**src/soft_pwm_event_schedule_macros.svh**
```systemverilog
// assertion macros shared by the soft pwm schedule builder
`ifndef SOFT_PWM_EVENT_SCHEDULE_MACROS_SVH
`define SOFT_PWM_EVENT_SCHEDULE_MACROS_SVH

// same-cycle implication, checked outside reset
`define SPES_ASSERT_NOW(label, clk, rst, ante, cons) \
  label: assert property (@(posedge clk) disable iff (rst) (ante) |-> (cons)) \
    else $error("spes check failed");

// next-cycle implication, checked outside reset
`define SPES_ASSERT_NEXT(label, clk, rst, ante, cons) \
  label: assert property (@(posedge clk) disable iff (rst) (ante) |=> (cons)) \
    else $error("spes check failed");

`endif

```
**src/spes_pkg.sv**
```systemverilog
// types, constants and helpers of the soft pwm schedule builder
`timescale 1ns / 1ps

package spes_pkg;

  localparam int CHANNELS_DEF = 8;
  localparam int STEPS_DEF    = 256;
  localparam logic [7:0] TICKS_RESET = 8'd115;

  typedef struct packed {
    logic [7:0] duty_0;
    logic [7:0] duty_1;
    logic [7:0] duty_2;
    logic [7:0] duty_3;
    logic [7:0] duty_4;
    logic [7:0] duty_5;
    logic [7:0] duty_6;
    logic [7:0] duty_7;
  } duty_set_t;

  typedef struct packed {
    logic [3:0]  entry_index;
    logic [15:0] delta_ticks;
    logic [7:0]  port_mask;
    logic        last_entry;
  } sched_entry_t;

  typedef enum logic [1:0] {
    ST_IDLE,
    ST_SCAN,
    ST_CALC,
    ST_EMIT
  } state_t;

  // control from the sequencer to the level scan
  typedef struct packed {
    logic clear;
    logic step;
  } scan_ctl_t;

  // running result of the level scan
  typedef struct packed {
    logic       found;
    logic [7:0] level;
    logic [7:0] mask;
  } scan_stat_t;

endpackage

```
**src/spes_level_scan.sv**
```systemverilog
// level scan: finds the smallest level above a floor and the channels at it
`timescale 1ns / 1ps

module spes_level_scan import spes_pkg::*; #(
  parameter int CHANNELS = CHANNELS_DEF,
  localparam int CH_W = (CHANNELS > 1) ? $clog2(CHANNELS) : 1
) (
  input  logic            clk,
  input  logic            rst,
  input  scan_ctl_t       ctl,
  input  logic [CH_W-1:0] ch,
  input  logic [7:0]      duty,
  input  logic [7:0]      floor_level,
  output scan_stat_t      stat
);

  logic       found;
  logic [7:0] level;
  logic [7:0] mask;
  logic [7:0] ch_bit;
  logic       above;
  logic       take;
  logic       join_level;

  assign ch_bit     = 8'(1) << ch;
  assign above      = duty > floor_level;
  assign take       = above && (!found || (duty < level));
  assign join_level = above && found && (duty == level);

  always_ff @(posedge clk) begin
    if (rst) begin
      found <= 1'b0;
    end else if (ctl.clear) begin
      found <= 1'b0;
    end else if (ctl.step && take) begin
      found <= 1'b1;
    end
  end

  always_ff @(posedge clk) begin
    if (ctl.clear) begin
      mask <= '0;
    end else if (ctl.step && take) begin
      level <= duty;
      mask  <= ch_bit;
    end else if (ctl.step && join_level) begin
      mask <= mask | ch_bit;
    end
  end

  assign stat = '{found: found, level: level, mask: mask};

endmodule

```
**src/soft_pwm_event_schedule.sv**
```systemverilog
// top level of the sorted-compare soft pwm schedule builder
`timescale 1ns / 1ps
`include "soft_pwm_event_schedule_macros.svh"

// Builds a sorted compare schedule for a soft pwm from CHANNELS duty levels.
// A transfer on the duty channel hands in one set of levels; the block then
// emits one schedule entry per transfer on the sched channel: entry 0 holds
// the set mask of every nonzero channel and ticks_per_step times the smallest
// level, each further entry holds an AND clear mask for one distinct level and
// the ticks to the next level (or to the period end on the last entry, which
// carries last_entry). Channels with equal levels share one entry. If every
// channel is off, two entries come out, each with half a period of ticks.
// Datapath: one scan unit walks the captured levels one channel per cycle to
// find the next distinct level, then one multiplier forms the delta and the
// entry moves to the output register, which the sched side can stall.
// The second entry of an all-off item needs no scan. duty_stall stays high
// from acceptance until the last entry is in the output register, so the
// next item may enter while that entry still waits to be taken. ticks_per_step
// is written through cfg_valid/cfg_data, always ready, and must only change
// while no item is in flight.

module soft_pwm_event_schedule import spes_pkg::*; #(
  parameter int CHANNELS = CHANNELS_DEF,
  parameter int STEPS    = STEPS_DEF
) (
  input  logic         clk,
  input  logic         rst,
  // duty level input
  input  logic         duty_valid,
  output logic         duty_stall,
  input  duty_set_t    duty_set,
  // schedule entry output
  output logic         sched_valid,
  input  logic         sched_stall,
  output sched_entry_t sched_entry,
  // ticks_per_step register write
  input  logic         cfg_valid,
  output logic         cfg_ready,
  input  logic [7:0]   cfg_data
);

  localparam int CH_W = (CHANNELS > 1) ? $clog2(CHANNELS) : 1;
  localparam logic [7:0] MAX_LEVEL = 8'(STEPS - 1);
  localparam logic [8:0] STEPS_V   = 9'(STEPS);
  // clear mask of the all-off schedule: top channel bit cleared
  localparam logic [7:0] OFF_CLEAR = ~(8'(1) << (CHANNELS - 1));

  state_t state;
  state_t state_next;

  // configuration
  logic [7:0] ticks;

  // captured levels and sequencer registers
  logic [7:0]      duty [CHANNELS];
  logic [7:0]      set_mask;
  logic [CH_W-1:0] ch;
  logic [3:0]      idx;
  logic [7:0]      cur_level;   // level of the entry being built, floor of the scan
  logic [7:0]      cur_mask;    // channels at cur_level
  logic            all_off;     // all channels zero, second entry pending

  // entry waiting for the output register
  sched_entry_t pend;
  sched_entry_t pend_next;

  // shared scan unit
  scan_ctl_t  scan_ctl;
  scan_stat_t scan_stat;

  // sequencer strobes
  logic accept;
  logic load_out;
  logic scan_last;

  // duty capture
  logic [7:0] duty_in [8];
  logic [7:0] in_mask;

  // multiply operands
  logic        is_first;
  logic        half;
  logic [8:0]  opnd;
  logic [16:0] product;

  assign cfg_ready = 1'b1;

  always_ff @(posedge clk) begin
    if (rst) begin
      ticks <= TICKS_RESET;
    end else if (cfg_valid && cfg_ready) begin
      ticks <= cfg_data;
    end
  end

  // unpack and saturate the incoming levels
  always_comb begin
    duty_in[0] = duty_set.duty_0;
    duty_in[1] = duty_set.duty_1;
    duty_in[2] = duty_set.duty_2;
    duty_in[3] = duty_set.duty_3;
    duty_in[4] = duty_set.duty_4;
    duty_in[5] = duty_set.duty_5;
    duty_in[6] = duty_set.duty_6;
    duty_in[7] = duty_set.duty_7;
    for (int c = 0; c < 8; c++) begin
      if (duty_in[c] > MAX_LEVEL) begin
        duty_in[c] = MAX_LEVEL;
      end
    end
    in_mask = '0;
    for (int c = 0; c < CHANNELS; c++) begin
      in_mask[c] = (duty_in[c] != 8'd0);
    end
  end

  assign duty_stall = (state != ST_IDLE);
  assign accept     = duty_valid && !duty_stall;
  assign load_out   = (state == ST_EMIT) && (!sched_valid || !sched_stall);
  assign scan_last  = (ch == CH_W'(CHANNELS - 1));

  // delta operand: a level, a level difference, the rest of the period,
  // or the whole period that gets halved when every channel is off
  always_comb begin
    is_first = (idx == 4'd0);
    half     = 1'b0;
    if (all_off || (is_first && !scan_stat.found)) begin
      opnd = STEPS_V;
      half = 1'b1;
    end else if (is_first) begin
      opnd = {1'b0, scan_stat.level};
    end else if (scan_stat.found) begin
      opnd = {1'b0, scan_stat.level} - {1'b0, cur_level};
    end else begin
      opnd = STEPS_V - {1'b0, cur_level};
    end
    product = 17'(ticks) * 17'(opnd);
  end

  always_comb begin
    pend_next.entry_index = idx;
    pend_next.delta_ticks = half ? product[16:1] : product[15:0];
    if (all_off) begin
      pend_next.port_mask  = OFF_CLEAR;
      pend_next.last_entry = 1'b1;
    end else if (is_first) begin
      pend_next.port_mask  = set_mask;
      pend_next.last_entry = 1'b0;
    end else begin
      pend_next.port_mask  = ~cur_mask;
      pend_next.last_entry = !scan_stat.found;
    end
  end

  // sequencer
  always_ff @(posedge clk) begin
    if (rst) begin
      state <= ST_IDLE;
    end else begin
      state <= state_next;
    end
  end

  always_comb begin
    state_next     = state;
    scan_ctl.clear = 1'b0;
    scan_ctl.step  = 1'b0;
    case (state)
      ST_IDLE: begin
        if (accept) begin
          scan_ctl.clear = 1'b1;
          state_next     = ST_SCAN;
        end
      end
      ST_SCAN: begin
        scan_ctl.step = 1'b1;
        if (scan_last) begin
          state_next = ST_CALC;
        end
      end
      ST_CALC: begin
        state_next = ST_EMIT;
      end
      ST_EMIT: begin
        if (load_out) begin
          if (pend.last_entry) begin
            state_next = ST_IDLE;
          end else if (all_off) begin
            state_next = ST_CALC;
          end else begin
            scan_ctl.clear = 1'b1;
            state_next     = ST_SCAN;
          end
        end
      end
      default: begin
        state_next = ST_IDLE;
      end
    endcase
  end

  // datapath registers
  always_ff @(posedge clk) begin
    if (rst) begin
      all_off <= 1'b0;
    end else if (accept) begin
      all_off <= 1'b0;
    end else if (state == ST_CALC && is_first && !scan_stat.found) begin
      all_off <= 1'b1;
    end
  end

  always_ff @(posedge clk) begin
    if (accept) begin
      for (int c = 0; c < CHANNELS; c++) begin
        duty[c] <= duty_in[c];
      end
      set_mask  <= in_mask;
      idx       <= 4'd0;
      cur_level <= 8'd0;
    end
    if (scan_ctl.clear) begin
      ch <= '0;
    end else if (scan_ctl.step && !scan_last) begin
      ch <= ch + CH_W'(1);
    end
    if (state == ST_CALC) begin
      pend <= pend_next;
      if (scan_stat.found && !all_off) begin
        cur_level <= scan_stat.level;
        cur_mask  <= scan_stat.mask;
      end
    end
    if (load_out) begin
      idx <= idx + 4'd1;
    end
  end

  // output register
  always_ff @(posedge clk) begin
    if (rst) begin
      sched_valid <= 1'b0;
    end else if (load_out) begin
      sched_valid <= 1'b1;
    end else if (!sched_stall) begin
      sched_valid <= 1'b0;
    end
  end

  always_ff @(posedge clk) begin
    if (load_out) begin
      sched_entry <= pend;
    end
  end

  spes_level_scan #(
    .CHANNELS (CHANNELS)
  ) u_scan (
    .clk         (clk),
    .rst         (rst),
    .ctl         (scan_ctl),
    .ch          (ch),
    .duty        (duty[ch]),
    .floor_level (cur_level),
    .stat        (scan_stat)
  );

  // an accepted item always starts with a channel scan
  `SPES_ASSERT_NEXT(a_accept_scans, clk, rst, accept, state == ST_SCAN)
  // the period start entry is never the last one
  `SPES_ASSERT_NOW(a_first_not_last, clk, rst,
      sched_valid && (sched_entry.entry_index == 4'd0), !sched_entry.last_entry)
  // a schedule never runs past one entry per channel plus the set entry
  `SPES_ASSERT_NOW(a_index_bound, clk, rst, state == ST_EMIT,
      pend.entry_index <= 4'(CHANNELS))

endmodule

```
**config.mk**
```make
export PLATFORM = sky130hd
export DESIGN_NAME = soft_pwm_event_schedule
export DESIGN_NICKNAME = d
export VERILOG_FILES = /design/src/spes_pkg.sv /design/src/spes_level_scan.sv /design/src/soft_pwm_event_schedule.sv
export VERILOG_INCLUDE_DIRS = /design/src /design/src/src
export SDC_FILE = /design/constraint.sdc
export NUM_CORES = 1
export LEC_CHECK = 0
export CAP_MARGIN = 10
export CORE_MARGIN = 1
export CORE_UTILIZATION = 41
export DETAILED_ROUTE_END_ITERATION = 16
export DONT_BUFFER_PORTS = 1
export GPL_ROUTABILITY_DRIVEN = 1
export GPL_TIMING_DRIVEN = 1
export PLACE_DENSITY = 0.6
export SYNTH_ARGS = -nofsm -noshare
export SYNTH_HDL_FRONTEND = slang
export SYNTH_SLANG_ARGS = --single-unit
```
**constraint.sdc**
```tcl
create_clock -name clk -period 5.6 [get_ports clk]
set_input_delay 1.12 -clock clk [delete_from_list [all_inputs] [get_ports clk]]
set_output_delay 1.12 -clock clk [all_outputs]
set_load 0.05 [all_outputs]
```
=== Yosys cells after proc, flatten, opt, wreduce, memory -nomap -nowiden ===
Memory sizes are Yosys's and may differ from the RTL's. A register that Yosys moved wholly into a read port is not among the register bits.
Cells that the tools add are included.
Widths: inputs -> output; s select.

* Add/sub/neg operators: 4
* Multipliers: 1
* Div/mod/pow operators: 0
* Magnitude comparators: 10
* Equal/unequal tests: 9
* Shifts and indexed selects: 1
* Multiplexer cells: 38
* Bitwise operators: 3
* Reductions and logical operators: 39

{| class="wikitable"
|+ Operator list
! cell !! number
|-
| $mux 8 || 13
|-
| $gt 8x8->1 const B || 8
|-
| $reduce_bool 8->1 || 8
|-
| $mux 9 || 4
|-
| $mul 8x9->17 || 1
|-
| $mux 16 || 1
|-
| $logic_and 1x1->1 || 12
|-
| $mux 2 || 5
|-
| $mux 1 || 9
|-
| $sub 8x8->9 || 1
|-
| $sub 9x8->9 const A || 1
|-
| $eq 8x8->1 || 1
|-
| $gt 8x8->1 || 1
|-
| $lt 8x8->1 || 1
|-
| $mux 4 || 2
|-
| $not 8->8 || 1
|-
| $or 8x8->8 || 1
|-
| $pmux 2 s4 || 1
|-
| $shl 1x3->8 const A || 1
|-
| $logic_not 1->1 || 6
|-
| $mux 3 || 2
|-
| $ne 2x2->1 const B || 3
|-
| $reduce_bool 2->1 || 3
|-
| $add 4x1->4 const B || 1
|-
| 13 further kinds || 18
|}

* Register bits after elaboration: 118
* Latch bits: 0
* RAM bits: 64
* ROM bits: 0
* Input port bits: 77
* Output and inout bits: 32
* Word-level logic and storage cells: 126
* Memories: 1

{| class="wikitable"
|+ Memory list
! name !! words !! bits a word !! read ports !! clocked after Yosys merged registers in !! write ports !! RTL line !! RTL
|-
| duty || 8 || 8 || 1 || 1 || 8 || soft_pwm_event_schedule.sv:55 || <nowiki>logic [7:0] duty [CHANNELS];</nowiki>
|}

=== Depth between registers and ports, before layout ===
Gate-level depths: netlist (run 1).

* Word-level depth: 7
* Gate-level depth with buffers: 24
* Mapped depth without buffers: 23

=== Hierarchy ===
A second synthesis (run 1) with hierarchy kept.

* Cell total of the unflattened synthesis: 834
* Area total of the unflattened synthesis: 10251.1 um^2

{| class="wikitable"
|+ By module, submodules not included
! module !! instances !! cells each !! area an instance (um^2) !! sequential area each (um^2)
|-
| soft_pwm_event_schedule || 1 || 738 || 9248.9 || 4784.6
|-
| spes_level_scan || 1 || 96 || 1002.2 || 420.4
|}

=== Worst setup path after synthesis (run 1) ===
OpenSTA, ideal clock, no wires.

* Path kind: register to register
* From: register u_scan.found
* To: register pend[24] (netlist name) (data pin)
* Library setup time: 0.274 ns
* Data arrival time: 5.557 ns
* Data required time: 5.326 ns
* Slack: -0.231 ns
* Cell stages (with the launch flop): 23
* Path buffers: 1
* Period minus slack after synthesis: 5.831 ns
* Cells stage by stage: dfxtp_1 buf_2 nand2_1 ha_1 fa_1 nor2b_1 o21a_1 o21ai_1 o2bb2ai_1 or4_1 o311ai_0 fa_1 fa_1 fa_1 inv_1 fa_1 inv_1 ha_1 a2111o_1 o21ai_0 o21ai_0 xnor2_1 mux2i_1

{| class="wikitable"
|+ RTL lines
! item !! RTL line !! RTL
|-
| start, declared || spes_level_scan.sv:17 || <nowiki>logic found;</nowiki>
|-
| start signal, assigned || spes_level_scan.sv:32 || <nowiki>found <= 1'b0;</nowiki>
|-
| start signal, assigned || spes_level_scan.sv:34 || <nowiki>found <= 1'b0;</nowiki>
|-
| start signal, assigned || spes_level_scan.sv:36 || <nowiki>found <= 1'b1;</nowiki>
|-
| end signal, assigned || soft_pwm_event_schedule.sv:228 || <nowiki>pend <= pend_next;</nowiki>
|-
| end, declared || soft_pwm_event_schedule.sv:64 || <nowiki>sched_entry_t pend;</nowiki>
|}

==> results.cfg, run 1 <==
[synth]
syn_inst = 870
synth_edf_count = 150
async_flop_share_pct = 0
ys_ff_latch = 185
synth_area_leaders = edfxtp_1 43%, ha_1 8.9%, fa_1 8.2%
ys_types = 59
synth_ff_type = edfxtp_1
synth.net_count = 1064
synth_seq_area_share_pct = 49.83
avgSynthCellArea_um2 = 12.01
synth.top_cell.area_share_pct = 43.12
synth_top_cell_by_area = edfxtp_1
yosysWarningCount = 0
synth_area_um2 = 10450

[timing]
setup_tns_ps = -657.5
rsz0062_at_grt = true
fin_ws_ps = -129.3
setup_violations = 6
fin_worst_skew_ps = 20.50
slew_viol_final = 0
hold_violations = 0
relSlewSlack_pct = 27.59
period_share_pct = 102.3
tightest_slew_ps = 1085
period_needed_ps = 5729
fmax_mhz = 174.5

[placed_design]
gp_congestion = 0.8339
hpwlAfterDp_um = 17040
port_buffers = 0
placed_area_um2 = 11480

[clocking]
cts_tree = yes
worstSkewPairLatency_ps = 440
clockBufferDepth = 2
root_buffer = clkbuf_16
cts.sink_count = 185
cts_buffers = 17
htree_levels = 4
cts.clk_slew.worst_paths_ps = 80

[worst_hold_path]
hp-class = reg -> reg

[critical_path]
crit_slowest_cell = fa_1
cp_max_fo = 4
path_cells = nand2_4, inv_4, ha_4, nor2b_4, o21a_1, o211a_1, o31a_1, o31ai_4, buf_4, and3_1, fa_1, fa_1, fa_1, inv_1, fa_1, inv_1, ha_4, o21ai_2, a211oi_2, a21oi_2, o21ai_1, xnor2_1, mux2i_1
max_stage_delay_ps = 540
arrival_ps = 5910
path_class = reg -> reg
start_kind = flip-flop
cp_common_cell = fa_1
worstPathBufferInverterCount = 4
crit_family = adder cells
required_ps = 5780
critPathCaptureType = flip-flop

[finish]
drive_gt1_share_pct = 23.23
n_fill_cell = 2242
layout_common_cells = 150 x edfxtp_1, 92 x buf_4, 77 x nand2_1
layout_commonest_cell = edfxtp_1
syn2layout_area_growth_pct = 18.97
multi_input_area_um2 = 5130
seqCellArea_um2 = 5209
design_area_um2 = 12430
nets = 1141
num_antenna_cells = 0

[die]
io_pins = 109
rows = 58
die_area_um2 = 26120
start_util_pct = 41.60
core_um2 = 25110
die_x_um = 161.6
die_y_um = 161.6

[global_routing]
first_global_vias = 6923
grt_use_met3_pct = 4.212
grtUsageTotal_pct = 17.90
grt_most_used_layer = met2
grt_pass1_wl_um = 36430
antenna_found_initial = 0
use_met1_pct = 23.55
grt_overflow_total = 0
grt_max_degree = 48
gr-usage-met2_pct = 29.45

[drt]
wl_um = 22620
first_iter_violations = 401
wl_per_cell_um = 17.54
vias = 6895
ant_nets = 0
drc_errors = 0
avgViaCountPerCell = 5.345
firstDrtPassIters = 5

[run_status]
outcome = finished, violations left
violations = setup timing

[flow_run]
drv_cap = 0
==> synth_stat cells (all sizes together), types with 22 or more instances <==
| master | n |
|---|---|
| a21oi | 29 |
| nand2 | 81 |
| dfxtp | 35 |
| ha | 74 |
| and3 | 22 |
| edfxtp | 150 |
| o21ai | 30 |
| nor2 | 30 |
| inv | 83 |
| fa | 43 |
| nand3 | 32 |
| clkbuf | 23 |
| and2 | 25 |
==> per-stage QoR <==
step	hold slack [ps]	utilization [%]	std cells	setup WS [ps]
3_3_place_gp	401.5	45.74	1251	-324.6
5_1_grt	422.6	49.50	1290	-337.6
2_1_floorplan	400.3	-	870	-18.52
3_5_place_dp	405.7	45.74	1251	-403.3
6_report	415.4	49.50	1290	-129.3
4_1_cts	413.9	48.88	1289	-164.9
==> state kept, by name, summed over array words and instances (netlist names), named ones only <==
register	cells
all_off	1
ch	3
cur_level	8
cur_mask	8
duty	64
idx	4
pend	29
sched_entry	29
sched_valid	1
set_mask	8
state	2
ticks	8
u_scan.found	1
u_scan.level	8
u_scan.mask	8
==> final timing paths <==
kind	slack (ps)	cells after the start	end	startpoint
worst max-delay path	-130	23	pend[24]	u_scan.level[1]
worst min-delay path	420	0	sched_entry[16]	pend[16]
worst max register to register	-130	23	pend[24]	u_scan.level[1]
worst min register to register	420	0	sched_entry[16]	pend[16]
==> final cells by class <==
cell class / instances / area share, %
clock buffer: 17 / 3.423
clock inverter: 15 / 1.641
inverter: 83 / 2.527
multi-input combinational: 565 / 41.28
sequential: 185 / 41.91
tap: 330 / 3.322
timing repair buffer: 95 / 5.900
==> what timing repair did <==
action | 4_1_cts | 5_1_grt
endpoints found under the hold margin | 0 | 0
hold buffers | 0 | 0
endpoints found under the setup margin | 9 | 9
setup buffers | 6 | 1
resized for setup | 30 | 32
gates cloned | 0 | 0
pin swaps | 37 | 26
==> per-layer routing <==
layer | wire length [um] | vias up
li1 | - | 3339
met3 | 1089 | 35
met5 | 0 | -
met1 | 10450 | 3337
met2 | 10650 | 184
met4 | 426 | 0
==> cell families (layout without fill, tap and decap cells) <==
group	Yosys count	count (layout)	synth area share [%]
AND/OR/NAND/NOR	274	274	13.59
AO/OA/AOI/OAI	127	127	8.696
multiplexers	31	31	4.983
buffers and inverters	120	210	4.504
other	1	1	0.03590
flip-flops	185	185	49.83
XOR/XNOR	15	15	1.258
adder cells (fa/ha/maj)	117	117	17.10
Power of run 1 is left out: the tool's default activity adds up to more than one toggle a clock period on the data nets, which glitch-free logic cannot reach.
==> run 2: changes to the inputs <==
--- a/config.mk
+++ b/config.mk
@@ -6,6 +6,7 @@
 export SDC_FILE = /design/constraint.sdc
 export NUM_CORES = 1
 export LEC_CHECK = 0
+export ABC_CLOCK_PERIOD_IN_PS = 5600
 export CAP_MARGIN = 10
 export CORE_MARGIN = 1
 export CORE_UTILIZATION = 41
@@ -16,4 +17,5 @@
 export PLACE_DENSITY = 0.6
 export SYNTH_ARGS = -nofsm -noshare
 export SYNTH_HDL_FRONTEND = slang
+export SYNTH_HIERARCHICAL = 1
 export SYNTH_SLANG_ARGS = --single-unit
==> run 2 against run 1 <==
Compared with the run above: the flow now finishes without violations; synthesized area decreased by 1.9%; clock skew increased by 2.7 ps; sequential cell count unchanged; sequential share of layout area increased by 1.6 points; worst hold slack about the same; count of clock-buffer cells in the layout unchanged; setup slack improved by 180 ps; non-clock buffer count decreased by 33; register-to-register slack improved by 180 ps; design area decreased by 3.7%.
==> results.cfg, run 2 <==
[finish]
num_antenna_cells = 0
instances_no_fill = 1230
n_fill_cell = 2153
top_register = duty
layout_commonest_cell = edfxtp_1
largest_reg_flops = 64
syn2layout_area_growth_pct = 16.79
drive_gt1_share_pct = 20.53
layout_common_cells = 150 x edfxtp_1, 82 x inv_1, 70 x nand2_1
reg.largest.list = duty: 64 flops, pend: 29 flops, sched_entry: 29 flops
final_core_util_pct = 49.09
nets = 1083

[clocking]
root_buffer = clkbuf_16
clockBufferDepth = 2
worstSkewPairLatency_ps = 440
cts_buffers = 17
htree_levels = 4
cts.sink_count = 185
cts_tree = yes
cts.clk_slew.worst_paths_ps = 80

[synth]
synth_area_leaders = edfxtp_1 44%, ha_1 8.5%, fa_1 8.4%
synth_edf_count = 150
yosysWarningCount = 6
synth_area_um2 = 10250
avgSynthCellArea_um2 = 12.29
async_flop_share_pct = 0
ys_types = 60
ys_ff_latch = 185
synth_seq_area_share_pct = 50.78
synth_top_cell_by_area = edfxtp_1
synth_common_cells = 150 x edfxtp_1, 86 x inv_1, 73 x nand2_1
synth.top_cell.area_share_pct = 43.94
synth_ff_type = edfxtp_1
syn_inst = 834
yosysMostFrequentCell = edfxtp_1
synth.net_count = 1024

[flow_run]
drv_cap = 0

[drt]
first_iter_violations = 380
wl_um = 20590
avgViaCountPerCell = 5.145
firstDrtPassIters = 4
vias = 6328
drc_errors = 0
wl_per_cell_um = 16.74
ant_nets = 0

[die]
start_util_pct = 42.03
rows = 57
die_y_um = 160.1
die_area_um2 = 25640
die_x_um = 160.1
core_um2 = 24390
io_pins = 109

[run_status]
outcome = completed

[timing]
period_needed_ps = 5551
relSlewSlack_pct = 27.67
rsz0062_at_grt = true
tightest_slew_ps = 1084
period_share_pct = 99.12
fin_ws_ps = 49.02
slew_viol_final = 0
fmax_mhz = 180.1
fin_worst_skew_ps = 23.18
setup_violations = 0
hold_violations = 0

[placed_design]
place_ws_ps = -214.1
gp_congestion = 0.8497
dp_cells = 1188
hpwlAfterDp_um = 15630
port_buffers = 0

[critical_path]
required_ps = 5860
cp_max_fo = 7
path_cells = buf_4, and2_1, ha_1, or2_1, a21oi_2, a21oi_2, mux2_4, and3_4, fa_1, fa_1, fa_1, inv_1, fa_1, inv_1, ha_2, or3_4, o21ai_4, mux2i_1, a31oi_1, a211oi_1
path_class = reg -> reg
reg2reg_from = u_scan/found
worstPathBufferInverterCount = 3
worstSetupPathDepth = 20
crit_family = adder cells
crit_slowest_cell = fa_1
r2r-end = pend[24]
rrSetupSlack_ps = 50
cp_common_cell = fa_1
start_kind = flip-flop
reg2regPathDepth = 20
critPathCaptureType = flip-flop
max_stage_delay_ps = 520
arrival_ps = 5810

[global_routing]
grtUsageTotal_pct = 16.53
grt_max_degree = 51
grt_overflow_total = 0
first_global_vias = 6422
antenna_found_initial = 0
grt_pass1_wl_um = 32860

[worst_hold_path]
holdPathEnd = sched_entry[15]
hp-class = reg -> reg
hold_depth = 0
min_from = pend[15]
==> run 2: cell count changes in the layout (fill, tap and decap cells not counted), moves of 13 or more <==
cell	change
buf_4	-35
nand3_1	-24
nor2_1	+24
nand2b_1	+17
nand4_1	-14
o21ai_0	-13
==> run 2: final cells by class <==
| type | instances | area, um2 | area share, % |
|---|---|---|---|
| Timing Repair Buffer | 62 | 501.7 | 4.191 |
| Sequential cell | 185 | 5209 | 43.51 |
| Multi-Input combinational cell | 539 | 4906 | 40.98 |
| Tap cell | 324 | 405.4 | 3.386 |
| Inverter | 88 | 330.3 | 2.759 |
| Clock inverter | 15 | 195.2 | 1.630 |
| Clock buffer | 17 | 425.4 | 3.553 |
==> run 2: logic make-up (layout without fill, tap and decap cells) <==
family,after synthesis,in the layout,share of synthesized area [%]
flip-flops,185,185,50.78
AO/OA/AOI/OAI,115,115,8.068
buffers and inverters,110,182,4.186
XOR/XNOR,17,17,1.453
adder cells (fa/ha/maj),113,113,16.94
other,1,1,0.03658
AND/OR/NAND/NOR,255,255,12.77
multiplexers,38,38,5.773
==> run 2: worst max path at each step <==
stage | slack (ps) | startpoint | endpoint
2_1_floorplan | -8 | u_scan/found | pend[22]
4_1_cts | 0.5 | u_scan/level[0] | pend[24]
6_report | 50 | u_scan/found | pend[24]
3_5_place_dp | -210 | u_scan/level[0] | pend[22]
5_1_grt | -250 | u_scan/level[0] | pend[22]
3_3_place_gp | -80 | u_scan/level[3] | pend[22]
==> run 2: worst reg2reg max path, delay by kind of cell, from the launching register on <==
| kind | cells | cell delay (ps) |
|---|---|---|
| compound gates | 5 | 700 |
| fa+ha+maj | 6 | 2530 |
| buf+inv | 3 | 250 |
| flops | 1 | 370 |
| mux | 2 | 510 |
| simple gates | 4 | 1000 |
==> run 2: through the flow <==
stage          hold WS, ps  area, um2  TNS [ps]
6_report             415.5      11970         0
5_1_grt              425.2      11970     -1185
4_1_cts              414.8      11880         0
3_5_place_dp         404.5      11050    -752.6
3_3_place_gp         401.1      11050    -289.8
2_1_floorplan        400.3      10340    -8.362
==> run 2: per-layer routing <==
layer | vias to the layer above | track usage, % | share of wire (%)
li1 | 3081 | - | -
met1 | 3089 | 21.37 | 46
met2 | 144 | 27.23 | 48
met3 | 14 | 3.688 | 4.3
met4 | 0 | 5.974 | 1.5
met5 | - | 0 | 0
==> run 2: what timing repair did <==
item,in CTS,in global routing
pin swaps,44,16
resized for setup,33,15
endpoints found under the setup margin,6,8
hold buffers,0,0
setup buffers,9,3
Power of run 2 is left out for the same reason.
